===== config.mk =====
export PLATFORM = sky130hd
export DESIGN_NAME = debounced_switch_register_frame_sender
export DESIGN_NICKNAME = d
export VERILOG_FILES = /design/src/design/dsrfs_pkg.sv /design/src/design/dsrfs_front.sv /design/src/design/dsrfs_fifo.sv /design/src/design/dsrfs_back.sv /design/src/design/debounced_switch_register_frame_sender.sv
export SDC_FILE = /design/constraint.sdc
export NUM_CORES = 1
export LEC_CHECK = 0
export BUFFER_PORTS_ARGS = -buffer_cell sky130_fd_sc_hd__buf_2
export CORE_AREA = 2 2 112 114
export DETAILED_ROUTE_END_ITERATION = 10
export DIE_AREA = 0 0 114 116
export GPL_TIMING_DRIVEN = 0
export MAX_ROUTING_LAYER = met4
export PLACE_DENSITY = 0.86
export SKIP_CTS_REPAIR_TIMING = 1
export SYNTH_ARGS = -nofsm -noshare
export SYNTH_HDL_FRONTEND = slang
export SYNTH_SLANG_ARGS = --single-unit

===== constraint.sdc =====
create_clock -name clk -period 6.3 [get_ports clk]
set_clock_uncertainty 0.05 [all_clocks]
set_input_delay 1.26 -clock clk [delete_from_list [all_inputs] [get_ports clk]]
set_output_delay 1.26 -clock clk [all_outputs]
set_load 0.05 [all_outputs]

===== src/design/dsrfs_pkg.sv =====
// Shared types, constants and frame byte table for the switch frame sender.
package dsrfs_pkg;

	localparam int CntW      = 16;
	localparam int ByteW     = 8;
	localparam int FrameLen  = 22;
	localparam int IdxW      = 5;
	localparam int FifoDepth = 2;
	localparam int PtrW      = 1;
	localparam int CountW    = 2;

	localparam logic [CntW-1:0] CntMax = 16'hFFFF;

	// Configuration register indexes
	localparam logic [1:0] RegDebounce = 2'd0;
	localparam logic [1:0] RegRefresh  = 2'd1;
	localparam logic [1:0] RegTarget   = 2'd2;
	localparam logic [1:0] RegActive   = 2'd3;

	// Configuration reset values
	localparam logic [CntW-1:0]  DebounceReset = 16'd50;
	localparam logic [CntW-1:0]  RefreshReset  = 16'd5000;
	localparam logic [ByteW-1:0] TargetReset   = 8'hAC;
	localparam logic             ActiveReset   = 1'b1;

	// Fixed frame bytes
	localparam logic [ByteW-1:0] HdrA      = 8'h4E;
	localparam logic [ByteW-1:0] HdrB      = 8'h57;
	localparam logic [ByteW-1:0] HdrLen    = 8'h14;
	localparam logic [ByteW-1:0] CmdWrite  = 8'h02;
	localparam logic [ByteW-1:0] CmdSub    = 8'h03;
	localparam logic [ByteW-1:0] TailMark  = 8'h68;
	// Sum of the fixed bytes among the first 18
	localparam logic [CntW-1:0]  FixedSum  = 16'h0126;

	localparam logic [IdxW-1:0] IdxLast = 5'd21;

	typedef struct packed {
		logic             on;
		logic [ByteW-1:0] target;
	} req_t;

	function automatic logic [ByteW-1:0] frame_byte(input logic [IdxW-1:0] idx,
			input req_t req);
		logic [CntW-1:0]  sum;
		logic [ByteW-1:0] b;
		sum = FixedSum + {8'd0, req.target} + {15'd0, req.on};
		case (idx)
			5'd0:    b = HdrA;
			5'd1:    b = HdrB;
			5'd3:    b = HdrLen;
			5'd8:    b = CmdWrite;
			5'd9:    b = CmdSub;
			5'd11:   b = req.target;
			5'd12:   b = {7'd0, req.on};
			5'd17:   b = TailMark;
			5'd20:   b = sum[15:8];
			5'd21:   b = sum[7:0];
			default: b = 8'd0;
		endcase
		return b;
	endfunction

endpackage


===== src/design/dsrfs_front.sv =====
// Tick front end: configuration registers, debounce and frame request decision.
module dsrfs_front (
	input  logic                          clk,
	input  logic                          arst_n,
	input  logic                          cfg_we,
	input  logic [1:0]                    cfg_index,
	input  logic [dsrfs_pkg::CntW-1:0]    cfg_data,
	input  logic                          tick_valid,
	input  logic                          tick_level,
	input  logic                          space,
	output logic                          tick_ready,
	output logic                          push,
	output dsrfs_pkg::req_t               push_req
);

	logic [dsrfs_pkg::CntW-1:0]  debounce_q;
	logic [dsrfs_pkg::CntW-1:0]  refresh_q;
	logic [dsrfs_pkg::ByteW-1:0] target_q;
	logic                        active_q;

	logic                        raw_seen_q;
	logic                        stable_q;
	logic                        started_q;
	logic [dsrfs_pkg::CntW-1:0]  edge_cnt_q;
	logic [dsrfs_pkg::CntW-1:0]  refresh_cnt_q;

	logic                        accept;
	logic                        raw;
	logic                        send;
	logic                        stable_d;
	logic [dsrfs_pkg::CntW-1:0]  edge_d;
	logic [dsrfs_pkg::CntW-1:0]  refresh_d;

	assign tick_ready = space;
	assign accept     = tick_valid && space;
	assign raw        = (tick_level == active_q);

	always_comb begin
		send      = 1'b0;
		stable_d  = stable_q;
		edge_d    = edge_cnt_q;
		refresh_d = refresh_cnt_q;
		if (!started_q) begin
			send      = 1'b1;
			stable_d  = raw;
			refresh_d = '0;
		end else begin
			edge_d    = (edge_cnt_q == dsrfs_pkg::CntMax) ? edge_cnt_q
				: edge_cnt_q + 16'd1;
			refresh_d = (refresh_cnt_q == dsrfs_pkg::CntMax) ? refresh_cnt_q
				: refresh_cnt_q + 16'd1;
			if (raw != raw_seen_q) begin
				edge_d = '0;
			end
			if (edge_d >= debounce_q && raw != stable_q) begin
				send      = 1'b1;
				stable_d  = raw;
				refresh_d = '0;
			end else if (refresh_d >= refresh_q) begin
				send      = 1'b1;
				refresh_d = '0;
			end
		end
	end

	assign push            = accept && send;
	assign push_req.on     = stable_d;
	assign push_req.target = target_q;

	always_ff @(posedge clk or negedge arst_n) begin
		if (!arst_n) begin
			debounce_q <= dsrfs_pkg::DebounceReset;
			refresh_q  <= dsrfs_pkg::RefreshReset;
			target_q   <= dsrfs_pkg::TargetReset;
			active_q   <= dsrfs_pkg::ActiveReset;
		end else if (cfg_we) begin
			case (cfg_index)
				dsrfs_pkg::RegDebounce: debounce_q <= cfg_data;
				dsrfs_pkg::RegRefresh:  refresh_q  <= cfg_data;
				dsrfs_pkg::RegTarget:   target_q   <= cfg_data[7:0];
				dsrfs_pkg::RegActive:   active_q   <= cfg_data[0];
				default: ;
			endcase
		end
	end

	always_ff @(posedge clk or negedge arst_n) begin
		if (!arst_n) begin
			raw_seen_q    <= 1'b0;
			stable_q      <= 1'b0;
			started_q     <= 1'b0;
			edge_cnt_q    <= dsrfs_pkg::CntMax;
			refresh_cnt_q <= '0;
		end else if (accept) begin
			started_q     <= 1'b1;
			raw_seen_q    <= raw;
			stable_q      <= stable_d;
			edge_cnt_q    <= edge_d;
			refresh_cnt_q <= refresh_d;
		end
	end

endmodule


===== src/design/dsrfs_fifo.sv =====
// Short request queue between the tick front end and the frame serializer.
module dsrfs_fifo (
	input  logic            clk,
	input  logic            arst_n,
	input  logic            push,
	input  dsrfs_pkg::req_t push_req,
	input  logic            pop,
	output logic            space,
	output logic            head_valid,
	output dsrfs_pkg::req_t head_req
);

	dsrfs_pkg::req_t                mem_q [dsrfs_pkg::FifoDepth];
	logic [dsrfs_pkg::PtrW-1:0]     wr_ptr_q;
	logic [dsrfs_pkg::PtrW-1:0]     rd_ptr_q;
	logic [dsrfs_pkg::CountW-1:0]   count_q;
	logic                           do_pop;

	assign space      = (count_q != dsrfs_pkg::CountW'(dsrfs_pkg::FifoDepth));
	assign head_valid = (count_q != '0);
	assign head_req   = mem_q[rd_ptr_q];
	assign do_pop     = pop && head_valid;

	always_ff @(posedge clk) begin
		if (push) begin
			mem_q[wr_ptr_q] <= push_req;
		end
	end

	always_ff @(posedge clk or negedge arst_n) begin
		if (!arst_n) begin
			wr_ptr_q <= '0;
			rd_ptr_q <= '0;
			count_q  <= '0;
		end else begin
			if (push) begin
				wr_ptr_q <= wr_ptr_q + 1'b1;
			end
			if (do_pop) begin
				rd_ptr_q <= rd_ptr_q + 1'b1;
			end
			case ({push, do_pop})
				2'b10:   count_q <= count_q + 2'd1;
				2'b01:   count_q <= count_q - 2'd1;
				default: count_q <= count_q;
			endcase
		end
	end

endmodule


===== src/design/dsrfs_back.sv =====
// Frame serializer: walks one queued request through its 22 frame bytes.
module dsrfs_back (
	input  logic                         clk,
	input  logic                         arst_n,
	input  logic                         head_valid,
	input  dsrfs_pkg::req_t              head_req,
	output logic                         pop,
	output logic                         out_valid,
	input  logic                         out_ready,
	output logic [dsrfs_pkg::ByteW-1:0]  out_byte,
	output logic                         out_last,
	output logic                         out_on
);

	logic                        busy_q;
	logic [dsrfs_pkg::IdxW-1:0]  idx_q;
	dsrfs_pkg::req_t             cur_q;
	logic                        valid_q;
	logic [dsrfs_pkg::ByteW-1:0] byte_q;
	logic                        last_q;
	logic                        on_q;
	logic                        load;

	assign load      = !valid_q || out_ready;
	assign pop       = load && !busy_q && head_valid;
	assign out_valid = valid_q;
	assign out_byte  = byte_q;
	assign out_last  = last_q;
	assign out_on    = on_q;

	always_ff @(posedge clk or negedge arst_n) begin
		if (!arst_n) begin
			busy_q  <= 1'b0;
			idx_q   <= '0;
			valid_q <= 1'b0;
		end else if (load) begin
			if (busy_q) begin
				valid_q <= 1'b1;
				idx_q   <= idx_q + 5'd1;
				if (idx_q == dsrfs_pkg::IdxLast) begin
					busy_q <= 1'b0;
				end
			end else if (head_valid) begin
				valid_q <= 1'b1;
				busy_q  <= 1'b1;
				idx_q   <= 5'd1;
			end else begin
				valid_q <= 1'b0;
			end
		end
	end

	// Payload: first byte comes straight from the queue head
	always_ff @(posedge clk) begin
		if (load) begin
			if (busy_q) begin
				byte_q <= dsrfs_pkg::frame_byte(idx_q, cur_q);
				last_q <= (idx_q == dsrfs_pkg::IdxLast);
				on_q   <= cur_q.on;
			end else if (head_valid) begin
				cur_q  <= head_req;
				byte_q <= dsrfs_pkg::frame_byte('0, head_req);
				last_q <= 1'b0;
				on_q   <= head_req.on;
			end
		end
	end

endmodule


===== src/design/debounced_switch_register_frame_sender.sv =====
// Each slave request is one millisecond tick carrying a raw button sample in
// s_tdata bit 0. The sample is debounced against debounce_ticks; the first tick
// after reset, every accepted change and every refresh_ticks ticks without a
// frame each queue one 22-byte register-write frame, sent on the master side
// one byte per cycle while m_tready is high, with tlast on the final checksum
// byte and the debounced state on tuser. A tick is taken whenever the two-entry
// request queue has room; a frame then occupies the serializer for all 22 of
// its bytes, and a queued frame follows the previous one with no gap, so frame
// output sets the sustained rate.
module debounced_switch_register_frame_sender (
	input  logic        clk,
	input  logic        arst_n,
	input  logic        cfg_we,
	input  logic [1:0]  cfg_index,
	input  logic [15:0] cfg_data,
	input  logic        s_tvalid,
	output logic        s_tready,
	input  logic [7:0]  s_tdata,   // [0] button_level, [7:1] zero
	output logic        m_tvalid,
	input  logic        m_tready,
	output logic [7:0]  m_tdata,   // [7:0] frame_byte
	output logic        m_tlast,   // last_of_frame
	output logic        m_tuser    // [0] switch_on
);

	logic            space;
	logic            push;
	dsrfs_pkg::req_t push_req;
	logic            pop;
	logic            head_valid;
	dsrfs_pkg::req_t head_req;

	dsrfs_front u_front (
		.clk        (clk),
		.arst_n     (arst_n),
		.cfg_we     (cfg_we),
		.cfg_index  (cfg_index),
		.cfg_data   (cfg_data),
		.tick_valid (s_tvalid),
		.tick_level (s_tdata[0]),
		.space      (space),
		.tick_ready (s_tready),
		.push       (push),
		.push_req   (push_req)
	);

	dsrfs_fifo u_fifo (
		.clk        (clk),
		.arst_n     (arst_n),
		.push       (push),
		.push_req   (push_req),
		.pop        (pop),
		.space      (space),
		.head_valid (head_valid),
		.head_req   (head_req)
	);

	dsrfs_back u_back (
		.clk        (clk),
		.arst_n     (arst_n),
		.head_valid (head_valid),
		.head_req   (head_req),
		.pop        (pop),
		.out_valid  (m_tvalid),
		.out_ready  (m_tready),
		.out_byte   (m_tdata),
		.out_last   (m_tlast),
		.out_on     (m_tuser)
	);

endmodule

Yosys cells after proc, flatten, opt, wreduce, memory -nomap -nowiden. Memory sizes are Yosys's and may differ from the RTL's. Index checks and enable logic that the tools add are counted.

Mux-type cells: 28. Equality and inequality tests: 20. Reductions and logical operators: 21. Bitwise logic cells: 1. Magnitude comparators: 2. Add/sub/neg operators: 9.

Operators by type and width (number): $mux 16 (7); $pmux 8 s10 (1); $add 16x1->16 const B (2); $eq 16x16->1 const B (2); $ge 16x16->1 (2); $eq 5x4->1 const B (4); $add 16x1->16 (1); $mux 8 (2); $eq 5x5->1 const B (3); $mux 1 (15); $reduce_and 2->1 (6); $add 9x8->10 const A (1); $mux 5 (2); $eq 2x2->1 const B (3); $logic_and 1x1->1 (6); $reduce_bool 2->1 (3); $add 5x1->5 const B (1); $eq 5x1->1 const B (1); $eq 5x2->1 const B (1); $logic_not 5->1 (1); $eq 2x1->1 const B (2); $pmux 2 s2 (1); $reduce_and 3->1 (1); $add 1x1->1 const B (2); 9 further kinds (11).

Memories kept: 1. Memory bits (writable): 18. Input bits: 31. Logic and storage cells: 102. Register bits after elaboration: 106. Output and inout bits: 12.

Memory list: u_fifo.mem_q (depth 2, width 9, read ports 1, clocked after Yosys merged registers in 0, write ports 1, line dsrfs_fifo.sv:13) `dsrfs_pkg::req_t mem_q [dsrfs_pkg::FifoDepth];`.

Longest topological paths before layout.
Word-level depth: 11. Depth in mapped cells: 20.

Hierarchy. From an unflattened synthesis, not the netlist that was laid out.

Cells, all modules: 670. Area total of the unflattened synthesis: 7055.5 µm².

By module, submodules not included: dsrfs_front (instances 1, area an instance 4744.6 µm², cells an instance 496); dsrfs_back (instances 1, area an instance 1466.4 µm², cells an instance 129); dsrfs_fifo (instances 1, area an instance 844.6 µm², cells an instance 45).

Least setup slack after synthesis. No wires, ideal clock.

Kind: input to register. Start: input port s_tdata[0]. End: memory u_fifo.mem_q[0][0] in the netlist's numbering (enable). Stages: 12. Path buffers: 2. Arrival: 4.261 ns. Setup slack: 1.614 ns. Data required time: 5.875 ns. Cell sequence: xnor2_1 -> xor2_1 -> buf_2 -> buf_1 -> nor2_1 -> ha_1 -> nand4_1 -> a2111oi_0 -> a21oi_1 -> o21ai_2 -> and2_1 -> nor2b_1.

Cells in the longest elaborated chain, start to end: 11. Elaborated cells on any way between the ends: 12. Those cells by class: 1 x order compare; 3 x eq/ne; 6 x mux; 2 x reduce/logical.

Ends and longest elaborated chain: from (decl) (line debounced_switch_register_frame_sender.sv:18) `input logic [7:0] s_tdata,`; $eq 1x1->1 * (line dsrfs_front.sv:36) `assign raw = (tick_level == active_q);`; $ne 1x1->1 (line dsrfs_front.sv:52) `if (raw != raw_seen_q) begin`; $mux 16 (line dsrfs_front.sv:52); $mux 16 (line dsrfs_front.sv:43) `if (!started_q) begin`; $ge 16x16->1 (line dsrfs_front.sv:55) `if (edge_d >= debounce_q && raw != stable_q) begin`; $logic_and 1x1->1 * (line dsrfs_front.sv:55); $mux 1 * (line dsrfs_front.sv:55); $mux 1 * (line dsrfs_front.sv:43); $logic_and 1x1->1 * (line dsrfs_front.sv:66) `assign push = accept && send;`; $mux 1 * (line dsrfs_fifo.sv:25) `if (push) begin`; $mux 1 (implied by the code) * (line dsrfs_fifo.sv:26) `mem_q[wr_ptr_q] <= push_req;`; to (decl) (line dsrfs_fifo.sv:13).

Every way passes the cells marked *; elsewhere a longest branch is shown, timed or not. The select of a mux whose other input is x is not followed.

Worst setup path after layout.
Start: input port s_tdata[0]. End: memory u_fifo.mem_q[0][1] in the netlist's numbering (enable).

The elaborated chain is that of the path after synthesis.

==> results.toml <==
[outcome]
run_status = "finished, final reports clean"

[clocking]
cts_tree = "built"
clockRootBuffer = "sky130_fd_sc_hd__clkbuf_16"
cts.clk_slew.worst_paths_ps = 50
h-tree-depth = 4
number_of_cts_inserted_buffers = 17
clock_insertion_delay_worst_skew_ps = 420
cts_num_sinks = 124
cts.path.max_buffers = 2

[worst_hold_path]
hold_depth = 0
min-delay-path-class = "register to register"

[finish]
layout-drive-gt1-share = 0.208
antennaDiodeCount = 0
post-route-cell-area_mm2 = 0.00804
nets = 826
fillCellCount = 873
synthToLayoutAreaGrowth_pct = 13.6

[setup_path]
worst-path-stages = 13
timing.setup.critical_path_class = "input port to register"
worst-endpoint-arrival_ps = 5410
timing.critical_path.buf_inv = 3
timing.critical_path.slowest_cell_delay_ps = 680
path_cells = "buf_2 -> xnor2_1 -> xor2_1 -> buf_2 -> buf_1 -> nor2_1 -> ha_1 -> nand4_1 -> a2111oi_0 -> a21oi_1 -> o21ai_2 -> and2_1 -> nor2b_1"
slowest_stage = "sky130_fd_sc_hd__nor2b_1"
worstPathRequired_ps = 6290
ff2ff_path_depth = 15
startpoint_type = "input port"
worst-path-max-fanout = 10
timing.critical_path.mode_cell = "sky130_fd_sc_hd__buf_2"
kind_of_end_point_of_the_critical_path = "register"
path_delay_family = "simple AND/OR/NAND/NOR gates"
reg2reg_setup_slack_ps = 1290

[pwr]
cellLeakagePower_nw = 3.39
power_density_mw_per_mm2 = 401
vdd_ir_drop_max_uv = 219
p_total_mw = 3.22

[timing]
timing.final.max_slew_violations = 0
finalSetupTns_ps = 0
hold_slack_ps = 433
hold_viol = 0
final_min_period_over_clock_period = 0.859
period_needed_ps = 5410
worst_pin_slew_ps = 1050
setup-violations-final = 0
max_clock_freq_mhz = 185
worst_slew_margin_rel = 0.294
rsz0062_at_grt = "false"

[floorplanning]
fp.dieH_um = 116
row_cnt = 40
die_x_um = 114
design.portCount = 43
core_area_mm2 = 0.0119
die_area_mm2 = 0.0132
floorplan.initialDensity = 0.594

[synthesis]
yosys_reg_bits = 124
synth-edff-count = 37
postSynthAreaPerCell_um2 = 10.1
postSynthCellCount = 698
async_reset_ff_frac = 0.702
netlist_area_mm2 = 0.00708
yosys_warnings = 0
synth_nets = 770
seq_area_frac_synth = 0.470
synth_cell_type_count = 67
synth_top_flop_cell = "sky130_fd_sc_hd__dfrtp_1"

[grt]
globalRouteTotalUtil = 0.263
grt_remaining_overflow = 0
number_of_antenna_violations_at_the_first_check_in_global_routing = 0
grt_max_degree = 50
global_route_wire_length_before_repair_um = 26200
vias_in_the_first_global_route = 5486

[placement]
port_buffers = 35
globalplace.congestion = 0.937
hpwl_um = 11200
placed_area_mm2 = 0.00747

[detailed_routing]
drt-wirelength-per-cell_um = 17.0
firstDrtPassIters = 5
viasPerCell = 5.97
drt_first_iter_violations = 445
vias = 5448
drt_wl_total_um = 15500
remaining_drc_errors = 0
ant_nets = 0

[run]
cap_violations = 0
## layout by cell type, fill, tap and decap left out, types with 4 or more instances in the layout
cell,synthesis,layout
sky130_fd_sc_hd__nand2b_1,12,12
sky130_fd_sc_hd__xnor2_1,24,24
sky130_fd_sc_hd__dfrtp_1,58,58
sky130_fd_sc_hd__nor3_1,7,6
sky130_fd_sc_hd__clkbuf_1,16,19
sky130_fd_sc_hd__and2_1,4,4
sky130_fd_sc_hd__inv_1,43,43
sky130_fd_sc_hd__a21o_1,10,10
sky130_fd_sc_hd__edfxtp_1,37,37
sky130_fd_sc_hd__nand3_2,4,4
sky130_fd_sc_hd__a21oi_1,32,32
sky130_fd_sc_hd__nor2b_1,9,9
sky130_fd_sc_hd__o21a_1,4,4
sky130_fd_sc_hd__buf_2,8,42
sky130_fd_sc_hd__nand4_1,18,18
sky130_fd_sc_hd__nor2_1,51,51
sky130_fd_sc_hd__and3_1,13,13
sky130_fd_sc_hd__nand3b_1,4,4
sky130_fd_sc_hd__o21ai_0,42,42
sky130_fd_sc_hd__nand2_1,77,77
sky130_fd_sc_hd__o21ai_1,7,7
sky130_fd_sc_hd__mux2_2,41,41
sky130_fd_sc_hd__nand3_1,10,10
sky130_fd_sc_hd__ha_1,41,41
sky130_fd_sc_hd__clkinv_2,0,5
sky130_fd_sc_hd__mux2i_1,4,4
sky130_fd_sc_hd__o31ai_1,8,8
sky130_fd_sc_hd__or3_1,8,8
sky130_fd_sc_hd__a31oi_1,7,7
sky130_fd_sc_hd__xor2_1,16,16
sky130_fd_sc_hd__dfstp_2,29,29
sky130_fd_sc_hd__o22ai_1,6,6
sky130_fd_sc_hd__clkbuf_16,0,17
## worst paths after layout
path | start | endpoint
max | s_tdata[0] | u_fifo.mem_q[0][1]
min | u_front.target_q[1] | u_fifo.mem_q[1][1]
max reg2reg | u_front.edge_cnt_q[0] | u_fifo.mem_q[0][1]
min reg2reg | u_front.target_q[1] | u_fifo.mem_q[1][1]
max in group asynchronous | arst_n | u_front.refresh_q[8]
min in group asynchronous | arst_n | u_back.idx_q[0]
## synthesized netlist by cell type (2+ instances only)
cell type                    n  area share
sky130_fd_sc_hd__o21ai_1     7      0.0050
sky130_fd_sc_hd__o21ai_0    42       0.030
sky130_fd_sc_hd__mux2_2     41       0.065
sky130_fd_sc_hd__nand3_1    10      0.0071
sky130_fd_sc_hd__buf_2       8      0.0057
sky130_fd_sc_hd__edfxtp_1   37        0.16
sky130_fd_sc_hd__mux2i_1     4      0.0057
sky130_fd_sc_hd__o22ai_1     6      0.0053
sky130_fd_sc_hd__a2111oi_0   2      0.0025
sky130_fd_sc_hd__o211ai_1    2      0.0021
sky130_fd_sc_hd__a21oi_1    32       0.023
sky130_fd_sc_hd__dfstp_2    29        0.11
sky130_fd_sc_hd__o31ai_1     8      0.0085
sky130_fd_sc_hd__buf_6       2      0.0032
sky130_fd_sc_hd__nand4_1    18       0.016
sky130_fd_sc_hd__ha_1       41       0.073
sky130_fd_sc_hd__dfrtp_1    58        0.21
sky130_fd_sc_hd__a41oi_1     3      0.0037
sky130_fd_sc_hd__a21o_1     10       0.011
sky130_fd_sc_hd__nand2_1    77       0.041
sky130_fd_sc_hd__nand2b_1   12       0.011
sky130_fd_sc_hd__xor2_1     16       0.020
sky130_fd_sc_hd__inv_1      43       0.023
sky130_fd_sc_hd__nor2b_1     9      0.0080
sky130_fd_sc_hd__a22o_1      2      0.0025
sky130_fd_sc_hd__nor3_1      7      0.0050
sky130_fd_sc_hd__a31oi_1     7      0.0062
sky130_fd_sc_hd__and3_1     13       0.011
sky130_fd_sc_hd__nor2_1     51       0.027
sky130_fd_sc_hd__a32oi_1     3      0.0037
sky130_fd_sc_hd__xnor2_1    24       0.030
sky130_fd_sc_hd__or3_1       8      0.0071
sky130_fd_sc_hd__nand3_2     4      0.0057
sky130_fd_sc_hd__o21bai_1    2      0.0021
sky130_fd_sc_hd__o21a_1      4      0.0042
sky130_fd_sc_hd__clkbuf_1   16      0.0085
sky130_fd_sc_hd__and2_1      4      0.0035
sky130_fd_sc_hd__o2bb2ai_1   2      0.0025
sky130_fd_sc_hd__nand3b_1    4      0.0042
sky130_fd_sc_hd__a211oi_1    3      0.0032
## sequential cells by signal (all words and copies together) (netlist names), 8 cells and up
register,flops
u_fifo.mem_q,18
u_front.refresh_q,16
u_front.target_q,8
u_back.cur_q,9
u_front.edge_cnt_q,16
u_front.refresh_cnt_q,16
u_front.debounce_q,16
u_back.out_byte,8
## kinds of logic (layout without fill, tap and decap cells)
group | after synthesis | after routing | synth area share
adder cells (fa/ha/maj) | 41 | 41 | 0.0725
multiplexers | 45 | 45 | 0.0709
buffers and inverters | 71 | 139 | 0.0417
AO/OA/AOI/OAI | 148 | 148 | 0.131
AND/OR/NAND/NOR | 229 | 229 | 0.164
flip-flops | 124 | 124 | 0.470
XOR/XNOR | 40 | 40 | 0.0495
## metal layers
layer | routed length (µm) | share of wire | vias to the layer above | track usage
met1 | 6200 | 0.40 | 2622 | 0.288
met3 | 766 | 0.049 | 39 | 0.0643
met5 | 0 | 0 | - | -
met2 | 8130 | 0.53 | 180 | 0.459
met4 | 388 | 0.025 | 0 | 0.111
li1 | - | - | 2607 | -
## through the flow
stage	utilization	instances	setup WS, ps
2_1_floorplan	-	698	1610
3_3_place_gp	0.624	880	607
3_5_place_dp	0.627	882	513
4_1_cts	0.675	913	943
5_1_grt	0.675	913	515
6_report	0.675	913	886
## cell type report
class	count	area [µm²]	share of cell area
clock buffer	20	437	0.0543
inverter	43	161	0.0201
timing repair buffer	37	209	0.0260
sequential	124	3320	0.414
multi-input combinational	503	3460	0.431
clock inverter	11	126	0.0157
tap	147	184	0.0229
buffer	28	134	0.0167
## where the power goes
part / switching, mW / total [mW] / internal [mW]
logic: 0.706 / 1.13 / 0.423
registers: 0.119 / 1.14 / 1.02
clock network: 0.342 / 0.952 / 0.610
No activity file was read; power rests on OpenSTA's default activity.
